[src/ipv4hc_pkg.sv]
package ipv4hc_pkg;

  typedef struct packed {
    logic [7:0] data_byte;
    logic       last_byte;
  } in_word_t;

  typedef struct packed {
    logic       kind;
    logic [2:0] status;
    logic [7:0] payload_byte;
    logic       end_of_packet;
  } out_word_t;

  localparam logic KIND_VERDICT = 1'b0;
  localparam logic KIND_PAYLOAD = 1'b1;

  localparam logic [2:0] STATUS_OK        = 3'd0;
  localparam logic [2:0] STATUS_VERSION   = 3'd1;
  localparam logic [2:0] STATUS_HDR_LEN   = 3'd2;
  localparam logic [2:0] STATUS_TTL       = 3'd3;
  localparam logic [2:0] STATUS_CHECKSUM  = 3'd4;
  localparam logic [2:0] STATUS_DEST      = 3'd5;
  localparam logic [2:0] STATUS_TRUNCATED = 3'd6;

  localparam logic [4:0] POS_VERSION     = 5'd0;
  localparam logic [4:0] POS_TTL         = 5'd8;
  localparam logic [4:0] POS_CHECKSUM_LO = 5'd11;
  localparam logic [4:0] POS_DEST_FIRST  = 5'd16;
  localparam logic [4:0] POS_LAST_HEADER = 5'd19;
  localparam logic [4:0] HEADER_BYTES    = 5'd20;

  localparam logic [3:0]  IP_VERSION    = 4'd4;
  localparam logic [3:0]  IP_HDR_WORDS  = 4'd5;
  localparam logic [31:0] ADDR_BROADCAST = 32'hffff_ffff;

endpackage

[src/ipv4hc_check.sv]
module ipv4hc_check (
  input  logic                 clk,
  input  logic                 rst_n,
  input  logic                 step,
  input  ipv4hc_pkg::in_word_t item,
  input  logic [31:0]          host_address,
  output logic                 res_valid,
  output ipv4hc_pkg::out_word_t res_data
);

  logic [4:0]  pos_r,    pos_nxt;
  logic [15:0] sum_r,    sum_nxt;
  logic [7:0]  hold_r,   hold_nxt;
  logic [15:0] csum_r,   csum_nxt;
  logic [31:0] dest_r,   dest_nxt;
  logic [2:0]  err_r,    err_nxt;
  logic        accept_r, accept_nxt;

  logic [15:0] word;
  logic [16:0] sum_wide;
  logic [15:0] sum_fold;

  assign word     = {hold_r, item.data_byte};
  assign sum_wide = {1'b0, sum_r} + {1'b0, word};
  assign sum_fold = sum_wide[15:0] + {15'd0, sum_wide[16]};

  always_comb begin
    pos_nxt    = pos_r;
    sum_nxt    = sum_r;
    hold_nxt   = hold_r;
    csum_nxt   = csum_r;
    dest_nxt   = dest_r;
    err_nxt    = err_r;
    accept_nxt = accept_r;
    res_valid  = 1'b0;
    res_data   = '0;

    if (pos_r >= ipv4hc_pkg::HEADER_BYTES) begin
      if (accept_r) begin
        res_valid              = 1'b1;
        res_data.kind          = ipv4hc_pkg::KIND_PAYLOAD;
        res_data.status        = ipv4hc_pkg::STATUS_OK;
        res_data.payload_byte  = item.data_byte;
        res_data.end_of_packet = item.last_byte;
      end
    end else begin
      if (pos_r == ipv4hc_pkg::POS_VERSION) begin
        if (err_nxt == ipv4hc_pkg::STATUS_OK &&
            item.data_byte[7:4] != ipv4hc_pkg::IP_VERSION) begin
          err_nxt = ipv4hc_pkg::STATUS_VERSION;
        end
        if (err_nxt == ipv4hc_pkg::STATUS_OK &&
            item.data_byte[3:0] != ipv4hc_pkg::IP_HDR_WORDS) begin
          err_nxt = ipv4hc_pkg::STATUS_HDR_LEN;
        end
      end
      if (pos_r == ipv4hc_pkg::POS_TTL && item.data_byte == 8'd0 &&
          err_nxt == ipv4hc_pkg::STATUS_OK) begin
        err_nxt = ipv4hc_pkg::STATUS_TTL;
      end

      if (!pos_r[0]) begin
        hold_nxt = item.data_byte;
      end else if (pos_r == ipv4hc_pkg::POS_CHECKSUM_LO) begin
        csum_nxt = word;
      end else begin
        sum_nxt = sum_fold;
      end

      if (pos_r >= ipv4hc_pkg::POS_DEST_FIRST) begin
        dest_nxt = {dest_r[23:0], item.data_byte};
      end

      if (pos_r == ipv4hc_pkg::POS_LAST_HEADER) begin
        if (err_nxt == ipv4hc_pkg::STATUS_OK && csum_nxt != ~sum_nxt) begin
          err_nxt = ipv4hc_pkg::STATUS_CHECKSUM;
        end
        if (err_nxt == ipv4hc_pkg::STATUS_OK && dest_nxt != host_address &&
            dest_nxt != ipv4hc_pkg::ADDR_BROADCAST) begin
          err_nxt = ipv4hc_pkg::STATUS_DEST;
        end
        res_valid              = 1'b1;
        res_data.kind          = ipv4hc_pkg::KIND_VERDICT;
        res_data.status        = err_nxt;
        res_data.end_of_packet = item.last_byte;
        accept_nxt             = (err_nxt == ipv4hc_pkg::STATUS_OK);
        pos_nxt                = ipv4hc_pkg::HEADER_BYTES;
      end else begin
        if (item.last_byte) begin
          res_valid              = 1'b1;
          res_data.kind          = ipv4hc_pkg::KIND_VERDICT;
          res_data.status        = ipv4hc_pkg::STATUS_TRUNCATED;
          res_data.end_of_packet = 1'b1;
        end
        pos_nxt = pos_r + 5'd1;
      end
    end

    if (item.last_byte) begin
      pos_nxt    = '0;
      sum_nxt    = '0;
      hold_nxt   = '0;
      csum_nxt   = '0;
      dest_nxt   = '0;
      err_nxt    = ipv4hc_pkg::STATUS_OK;
      accept_nxt = 1'b0;
    end
  end

  always_ff @(posedge clk) begin
    if (!rst_n) begin
      pos_r    <= '0;
      sum_r    <= '0;
      hold_r   <= '0;
      csum_r   <= '0;
      dest_r   <= '0;
      err_r    <= ipv4hc_pkg::STATUS_OK;
      accept_r <= 1'b0;
    end else if (step) begin
      pos_r    <= pos_nxt;
      sum_r    <= sum_nxt;
      hold_r   <= hold_nxt;
      csum_r   <= csum_nxt;
      dest_r   <= dest_nxt;
      err_r    <= err_nxt;
      accept_r <= accept_nxt;
    end
  end

  a_last_clears: assert property (@(posedge clk) disable iff (!rst_n)
    step && item.last_byte |=> pos_r == '0 && err_r == ipv4hc_pkg::STATUS_OK && !accept_r)
    else $error("per-packet state not cleared after the last byte");

  a_accept_in_payload: assert property (@(posedge clk) disable iff (!rst_n)
    accept_r |-> pos_r == ipv4hc_pkg::HEADER_BYTES)
    else $error("payload forwarding enabled outside the payload");

  a_verdict_moves_on: assert property (@(posedge clk) disable iff (!rst_n)
    step && !item.last_byte && pos_r == ipv4hc_pkg::POS_LAST_HEADER
    |=> pos_r == ipv4hc_pkg::HEADER_BYTES)
    else $error("position did not advance into the payload after the verdict");

  a_payload_needs_accept: assert property (@(posedge clk) disable iff (!rst_n)
    res_valid && res_data.kind == ipv4hc_pkg::KIND_PAYLOAD |-> accept_r)
    else $error("payload word forwarded for a rejected packet");

endmodule

[src/ipv4hc_out_reg.sv]
module ipv4hc_out_reg (
  input  logic                  clk,
  input  logic                  rst_n,
  input  logic                  load,
  input  logic                  res_valid,
  input  ipv4hc_pkg::out_word_t res_data,
  output logic                  space,
  output logic                  out_valid,
  input  logic                  out_ready,
  output ipv4hc_pkg::out_word_t out_data
);

  logic                  valid_r, valid_nxt;
  ipv4hc_pkg::out_word_t data_r,  data_nxt;

  assign space     = !valid_r || out_ready;
  assign out_valid = valid_r;
  assign out_data  = data_r;

  always_comb begin
    valid_nxt = valid_r;
    data_nxt  = data_r;
    if (load) begin
      valid_nxt = res_valid;
      data_nxt  = res_data;
    end else if (out_ready) begin
      valid_nxt = 1'b0;
    end
  end

  always_ff @(posedge clk) begin
    if (!rst_n) begin
      valid_r <= 1'b0;
    end else begin
      valid_r <= valid_nxt;
    end
  end

  always_ff @(posedge clk) begin
    data_r <= data_nxt;
  end

endmodule

[src/ipv4_header_receive_check.sv]
// An input word is held in the input register; its result word leaves from the result register.
// Throughput: one word per cycle unless out_ready stalls; the ones'-complement add and fold
// and the destination compare are combinational between the input and result registers.
// Reset: synchronous, active low; clears the host address, the header position and
// all per-packet check state, and empties both pipeline registers.
module ipv4_header_receive_check (
  input  logic                  clk,
  input  logic                  rst_n,
  input  logic                  in_valid,
  output logic                  in_ready,
  input  ipv4hc_pkg::in_word_t  in_data,
  output logic                  out_valid,
  input  logic                  out_ready,
  output ipv4hc_pkg::out_word_t out_data,
  input  logic                  cfg_valid,
  output logic                  cfg_ready,
  input  logic [31:0]           cfg_data
);

  logic                  s1_valid_r, s1_valid_nxt;
  ipv4hc_pkg::in_word_t  s1_data_r;
  logic [31:0]           host_address_r;
  logic                  space;
  logic                  step;
  logic                  res_valid;
  ipv4hc_pkg::out_word_t res_data;

  assign cfg_ready = 1'b1;
  assign step      = s1_valid_r && space;
  assign in_ready  = !s1_valid_r || step;

  always_comb begin
    s1_valid_nxt = s1_valid_r;
    if (in_valid && in_ready) begin
      s1_valid_nxt = 1'b1;
    end else if (step) begin
      s1_valid_nxt = 1'b0;
    end
  end

  always_ff @(posedge clk) begin
    if (!rst_n) begin
      s1_valid_r     <= 1'b0;
      host_address_r <= '0;
    end else begin
      s1_valid_r <= s1_valid_nxt;
      if (cfg_valid && cfg_ready) begin
        host_address_r <= cfg_data;
      end
    end
  end

  always_ff @(posedge clk) begin
    if (in_valid && in_ready) begin
      s1_data_r <= in_data;
    end
  end

  ipv4hc_check u_check (
    .clk          (clk),
    .rst_n        (rst_n),
    .step         (step),
    .item         (s1_data_r),
    .host_address (host_address_r),
    .res_valid    (res_valid),
    .res_data     (res_data)
  );

  ipv4hc_out_reg u_out_reg (
    .clk       (clk),
    .rst_n     (rst_n),
    .load      (step),
    .res_valid (res_valid),
    .res_data  (res_data),
    .space     (space),
    .out_valid (out_valid),
    .out_ready (out_ready),
    .out_data  (out_data)
  );

endmodule
[config.mk]
export PLATFORM = sky130hd
export DESIGN_NAME = ipv4_header_receive_check
export DESIGN_NICKNAME = d
export VERILOG_FILES = /design/src/ipv4hc_pkg.sv /design/src/ipv4hc_check.sv /design/src/ipv4hc_out_reg.sv /design/src/ipv4_header_receive_check.sv
export SDC_FILE = /design/constraint.sdc
export NUM_CORES = 1
export LEC_CHECK = 0
export ABC_AREA = 1
export BUFFER_PORTS_ARGS = -buffer_cell sky130_fd_sc_hd__buf_4
export CAP_MARGIN = 30
export CORE_MARGIN = 3
export CORE_UTILIZATION = 62
export DETAILED_ROUTE_END_ITERATION = 10
export PLACE_DENSITY = 0.91
export SYNTH_ARGS = -nofsm -noshare
export SYNTH_HDL_FRONTEND = slang
export SYNTH_SLANG_ARGS = --single-unit
[constraint.sdc]
create_clock -name clk -period 10.5 [get_ports clk]
set_clock_uncertainty 0.05 [all_clocks]
set_input_delay 1.575 -clock clk [delete_from_list [all_inputs] [get_ports clk]]
set_output_delay 1.575 -clock clk [all_outputs]
set_load 0.01 [all_outputs]
# After elaboration in Yosys (flattened, before gate mapping)
# Cells that the tools add are included.
[word_totals]
ff_bits = 137
inputBits = 46
elab_cells = 114
[op_classes]
eq_ne = 10
n_lt_le_gt_ge = 2
mux = 54
n_reduce_logical = 28
addsub = 3
bitwise_logic = 1
[op_table]
columns = ["operator", "count"]
rows = [
  ["16-bit two-way mux", 10],
  ["32-bit two-way mux", 4],
  ["3-bit two-way mux", 18],
  ["32-bit != test", 1],
  ["32-bit != test (second input constant)", 1],
  ["8-bit two-way mux", 3],
  ["3-bit logical NOT", 6],
  ["16-bit by 16-bit adder with 17-bit output", 1],
  ["16-bit by 1-bit adder with 16-bit output", 1],
  ["16-bit != test", 1],
  ["16-bit inverter", 1],
  ["5-bit two-way mux", 3],
  ["1-bit two-way mux", 13],
  ["13-bit two-way mux", 1],
  ["5-bit by 4-bit equality test with 1-bit output (second input constant)", 2],
  ["5-bit greater-or-equal comparator (second input constant)", 2],
  ["1-bit logical AND", 9],
  ["8-bit logical NOT", 1],
  ["4-bit two-way mux", 2],
  ["4-bit by 3-bit != test with 1-bit output (second input constant)", 2],
  ["3-bit AND reduction", 2],
  ["2-bit nonzero test", 3],
  ["5-bit by 1-bit adder with 5-bit output (second input constant)", 1],
  ["5-bit equality test (second input constant)", 1],
  ["5 further kinds", 9],
]

# Logic depth before layout (Yosys ltp)
[logic_depth]
word_depth = 29
depth_mapped = 34
mapped_depth_nobuf = 34

# By module
# A second synthesis with hierarchy kept.
[hier_totals]
cells_unflattened = 1225
area_unflattened_um2 = 8097.8
[by_module_without_submodules]
columns = ["module", "n_inst", "area_per_inst_um2", "cells_each"]
rows = [
  ["ipv4hc_check", 1, 6209.7, 1046],
  ["ipv4_header_receive_check", 1, 1450.1, 158],
  ["ipv4hc_out_reg", 1, 437.9, 21],
]

# Least setup slack after synthesis
# OpenSTA, ideal clock, no wires.
[synth_timing]
path_type = "register to register"
startpoint = "reg s1_data_r[1] (netlist name)"
endpoint = "reg u_out_reg.data_r, in the netlist u_out_reg.out_data[11] (data pin)"
path_slack_ns = 6.552
setup_ns = 0.253
period_less_slack_ns = 3.948
arrival_time_ns = 3.645
path_stages_with_launch = 34
path_cell_list = "edfxtp_1 > ha_1 > inv_1 > fa_1 > inv_1 > nand2_1 > nand3_1 > nand3_1 > nand2_1 > a21oi_1 > o21bai_1 > ha_1 > ha_1 > inv_1 > nor2_4 > nand3_1 > nor2_2 > nand2_2 > nor2_2 > nand2_1 > nand2_1 > nand2_1 > nand2_1 > nand2_1 > nand2_1 > nand2_1 > nor2_2 > nand3_2 > inv_1 > nand2_1 > a21oi_1 > nand2_1 > o21ai_1 > inv_1"
[synth_between]
elab_chain_len = 22
elab_cells_between_ends = 38
classes_between = "add/sub (2); eq/ne (4); mux (21); bitwise (1); reduce/logical (10)"
[synth_rtl]
columns = ["element", "line", "rtl"]
rows = [
  ["start: declaration", "ipv4_header_receive_check.sv:21", "ipv4hc_pkg::in_word_t s1_data_r;"],
  ["start signal: assignment", "ipv4_header_receive_check.sv:55", "s1_data_r <= in_data;"],
  ["parallel branches: the longest is 17 deep, another holds 16-bit by 16-bit adder with 17-bit output", "n/a", ""],
  ["3-bit two-way mux (*)", "ipv4hc_check.sv:78", "if (err_nxt == ipv4hc_pkg::STATUS_OK && dest_nxt != host_address &&"],
  ["3-bit two-way mux (*)", "ipv4hc_check.sv:74", "if (pos_r == ipv4hc_pkg::POS_LAST_HEADER) begin"],
  ["3-bit two-way mux (*)", "ipv4hc_check.sv:38", "if (pos_r >= ipv4hc_pkg::HEADER_BYTES) begin"],
  ["4-bit two-way mux (*)", "ipv4hc_check.sv:74", ""],
  ["4-bit two-way mux (*)", "ipv4hc_check.sv:38", ""],
  ["end signal: assignment", "ipv4hc_out_reg.sv:40", "data_r <= data_nxt;"],
  ["end: declaration", "ipv4hc_out_reg.sv:14", "ipv4hc_pkg::out_word_t data_r, data_nxt;"],
]
# Every way passes the cells marked *. The select of a mux whose other input is x is not followed.
# A chain may end at the register's enable or synchronous reset.

# Worst setup path after layout
[layout_timing]
startpoint = "in out_ready"
endpoint = "reg u_check.dest_r[12]"
[layout_between]
elab_chain_len = 3
[layout_rtl]
columns = ["element", "line", "rtl"]
rows = [
  ["start: declaration", "ipv4_header_receive_check.sv:13", "input logic out_ready,"],
  ["1-bit logical OR", "ipv4hc_out_reg.sv:16", "assign space = !valid_r || out_ready;"],
  ["1-bit logical AND", "ipv4_header_receive_check.sv:29", "assign step = s1_valid_r && space;"],
  ["named net step", "ipv4_header_receive_check.sv:24", "logic step;"],
  ["2-bit AND reduction (no line)", "n/a", ""],
  ["end signal: assignment", "ipv4hc_check.sv:124", "dest_r <= dest_nxt;"],
  ["end: declaration", "ipv4hc_check.sv:15", "logic [31:0] dest_r, dest_nxt;"],
]
# The timed path passes the listed nets, and every way through them passes these cells.

==> flow_summary.toml <==
[grt]
grt_max_degree = 68
grt_pass1_wl_um = 36680
grt_util_met2 = 0.5106
grt-busiest-layer = "met2"
grt.total_usage = 0.3131
grt_pass1_vias = 7627
grtUsageMet3 = 0.06880
grt_use_met1 = 0.4031
overflow = 0
antenna_found_initial = 0

[power]
power_switching_mw = 0.3389
power.leakage_nw = 4.089
p_seq_frac = 0.443
swShare = 0.2670
combPwrFrac = 0.097
clkPwrFrac = 0.460
internal-power_mw = 0.9302
finalPower_mw = 1.269
power.density_nw_per_um2 = 138.8
peakVddDrop_mv = 0.1197

[sta]
fmax_ghz = 0.2088
timing.final.crit_share = 0.4561
finalSetupViolCount = 0
fin_crit_ps = 4789
grt_setup_unrepaired = "no"
worst_pin_slew_ps = 932.0
whs_ps = 408.4
slew_viol_final = 0
tns_ps = 0
finalWorstSetupSlack_ps = 5711
hold_viol_final = 0
relSlewSlack = 0.3764

[route]
drc = 0
avgRoutedWirePerCell_um = 15.86
dr.first_iter.drc_count = 1097
drtAntennaViolNets = 0
firstDrtPassIters = 8
via_count = 8115
drt-total-wl_um = 22470
vias_per_cell = 5.727

[clock_tree]
clk_latency_ps = 420
htree_levels = 4
cts.sinks = 137
ctsHoldBuffers = 0
post_cts_resized = 0
clkTransAtPathRegs_ps = 60
cts_tree = "yes"
clockRootBuffer = "clkbuf_16"
cts_buffer_depth = 2
numCtsBuffers = 17
postCtsSetupBuffers = 0

[critical_path]
reg2regPathDepth = 31
critPathKind = "input pin to flop"
worst_setup_path_start_kind = "input pin"
cp.arrival_ps = 5080
path_cells = "buf_4 > inv_1 > nand2_1 > nand2_1 > inv_1 > nand2_1 > nor2_1 > inv_1 > nor2_1 > inv_1 > buf_4 > o21ai_0"
slowest_delay_ps = 720
required_ps = 10790
cpMostUsedCell = "inv_1"
endpoint_kind = "flop"
critical_path.slowest_cell = "nor2_1"
cp_max_fo = 37

[yosys]
synthesis.nets = 1257
synthCells = 1190
synth.cell_area_sq_um = 8030
yosys.area.top_type_share = 0.2867
synthTopCellsByArea = "dfxtp_1, nand2_1, edfxtp_1"
synth-seq-cells = 137
syn_area_per_cell_sq_um = 6.748
synth_cell_type_count = 43
yosys_warnings = 0
synth-seq-area-share = 0.3690
yosysTopAreaCell = "dfxtp_1"

[finish]
syn_to_final_growth_pct = 13.90
layout.cells.most_common_list = "nand2_1, inv_1, dfxtp_1, nor2_1, o21ai_0"
final_nets = 1303
layout_commonest_cell = "nand2_1"
layout-drive-gt1-share = 0.1201
fin_cells = 1417
diodes = 0
final_util = 0.7429
final_area_sq_um = 9146

[die]
rows = 40
die_area_sq_um = 14350
num_io_pins = 62
start_util = 0.6522
coreArea_sq_um = 12310
die_y_um = 119.8
die_w_um = 119.8

[placed_design]
placed_cells = 1384
portBuffers = 60
dp.final_hpwl_um = 15910
gp_congestion = 0.9993
place_ws_ps = 5469
dpl-instance-area_sq_um = 8544

[run_status]
outcome = "finished, final reports clean"

[run]
maxCapViolations = 0

[hold_path]
worstHoldPathCells = 2
hold_path.class = "flop to flop"
[synthesized netlist by cell type, drive strengths merged]
| master | instances |
|---|---|
| a21oi | 36 |
| clkinv | 1 |
| and2 | 1 |
| xnor2 | 9 |
| a22oi | 2 |
| nor3 | 9 |
| or2 | 2 |
| nand3b | 7 |
| xor2 | 19 |
| o21a | 12 |
| inv | 166 |
| o21ai | 95 |
| o22ai | 48 |
| dfxtp | 115 |
| clkbuf | 31 |
| a22o | 4 |
| nor3b | 1 |
| nand4 | 16 |
| ha | 20 |
| o21bai | 3 |
| fa | 1 |
| nor4 | 10 |
| edfxtp | 22 |
| o31ai | 1 |
| a31oi | 2 |
| nor2 | 124 |
| nand3 | 83 |
| nand2 | 341 |
| conb | 1 |
| buf | 7 |
| a21o | 1 |
[state kept, by name, summed over array words and instances (netlist names), 3 cells and up]
register,cells
u_check.sum_r,16
u_check.hold_r,8
u_out_reg.out_data,13
host_address_r,32
u_check.err_r,3
s1_data_r,9
u_check.csum_r,16
u_check.pos_r,5
u_check.dest_r,32
[per-layer routing]
layer | share of wire | wire [um]
met1 | 0.41 | 9137
met2 | 0.46 | 10320
met4 | 0.042 | 935
met5 | 0 | 0
met3 | 0.093 | 2083
[area by class of cell]
type                    count  area [sq um]
well taps                 168         210.2
multi-input cells         848          4263
inverters                 167         626.9
flip-flops and latches    137          2964
clock inverters            14         135.1
clock buffers              18         439.2
repair buffers             65         508.0
fillers                   921          3166
[power by group through the flow]
stage | registers, mW | clock network [mW] | logic (mW)
after floorplan | 0.569 | 0 | 0.0811
after global placement | 0.573 | 0 | 0.116
after detailed placement | 0.573 | 0 | 0.118
after CTS | 0.562 | 0.580 | 0.119
after global routing | 0.564 | 0.604 | 0.137
final | 0.563 | 0.583 | 0.123
[cells by family (layout without fill, tap and decap cells)]
family | after synthesis | count (layout) | synth area share
AND/OR/NAND/NOR | 594 | 594 | 0.3221
buffers and inverters | 205 | 264 | 0.1002
AO/OA/AOI/OAI | 204 | 204 | 0.1441
flip-flops | 137 | 137 | 0.3690
XOR/XNOR | 28 | 28 | 0.03054
adder cells (fa/ha/maj) | 21 | 21 | 0.03366
other | 1 | 1 | 0.0004670
[worst paths after layout]
path	start	to	slack [ps]
setup / recovery	out_ready	u_check.dest_r[12]$_SDFFE_PN0P_	5710
hold / removal	u_check.dest_r[25]$_SDFFE_PN0P_	u_check.dest_r[25]$_SDFFE_PN0P_	410
setup reg to reg	s1_data_r[6]$_DFFE_PP_	u_out_reg.out_data[11]$_SDFFCE_PN0P_	5940
hold reg to reg	u_check.dest_r[25]$_SDFFE_PN0P_	u_check.dest_r[25]$_SDFFE_PN0P_	410
[worst max-delay path: cells and delay by family]
kind | cells | cell delay [ps]
AO/OA/AOI/OAI | 1 | 200
AND/OR/NAND/NOR | 5 | 1470
buffers and inverters | 6 | 1810
Power figures use the tool's default switching activity.
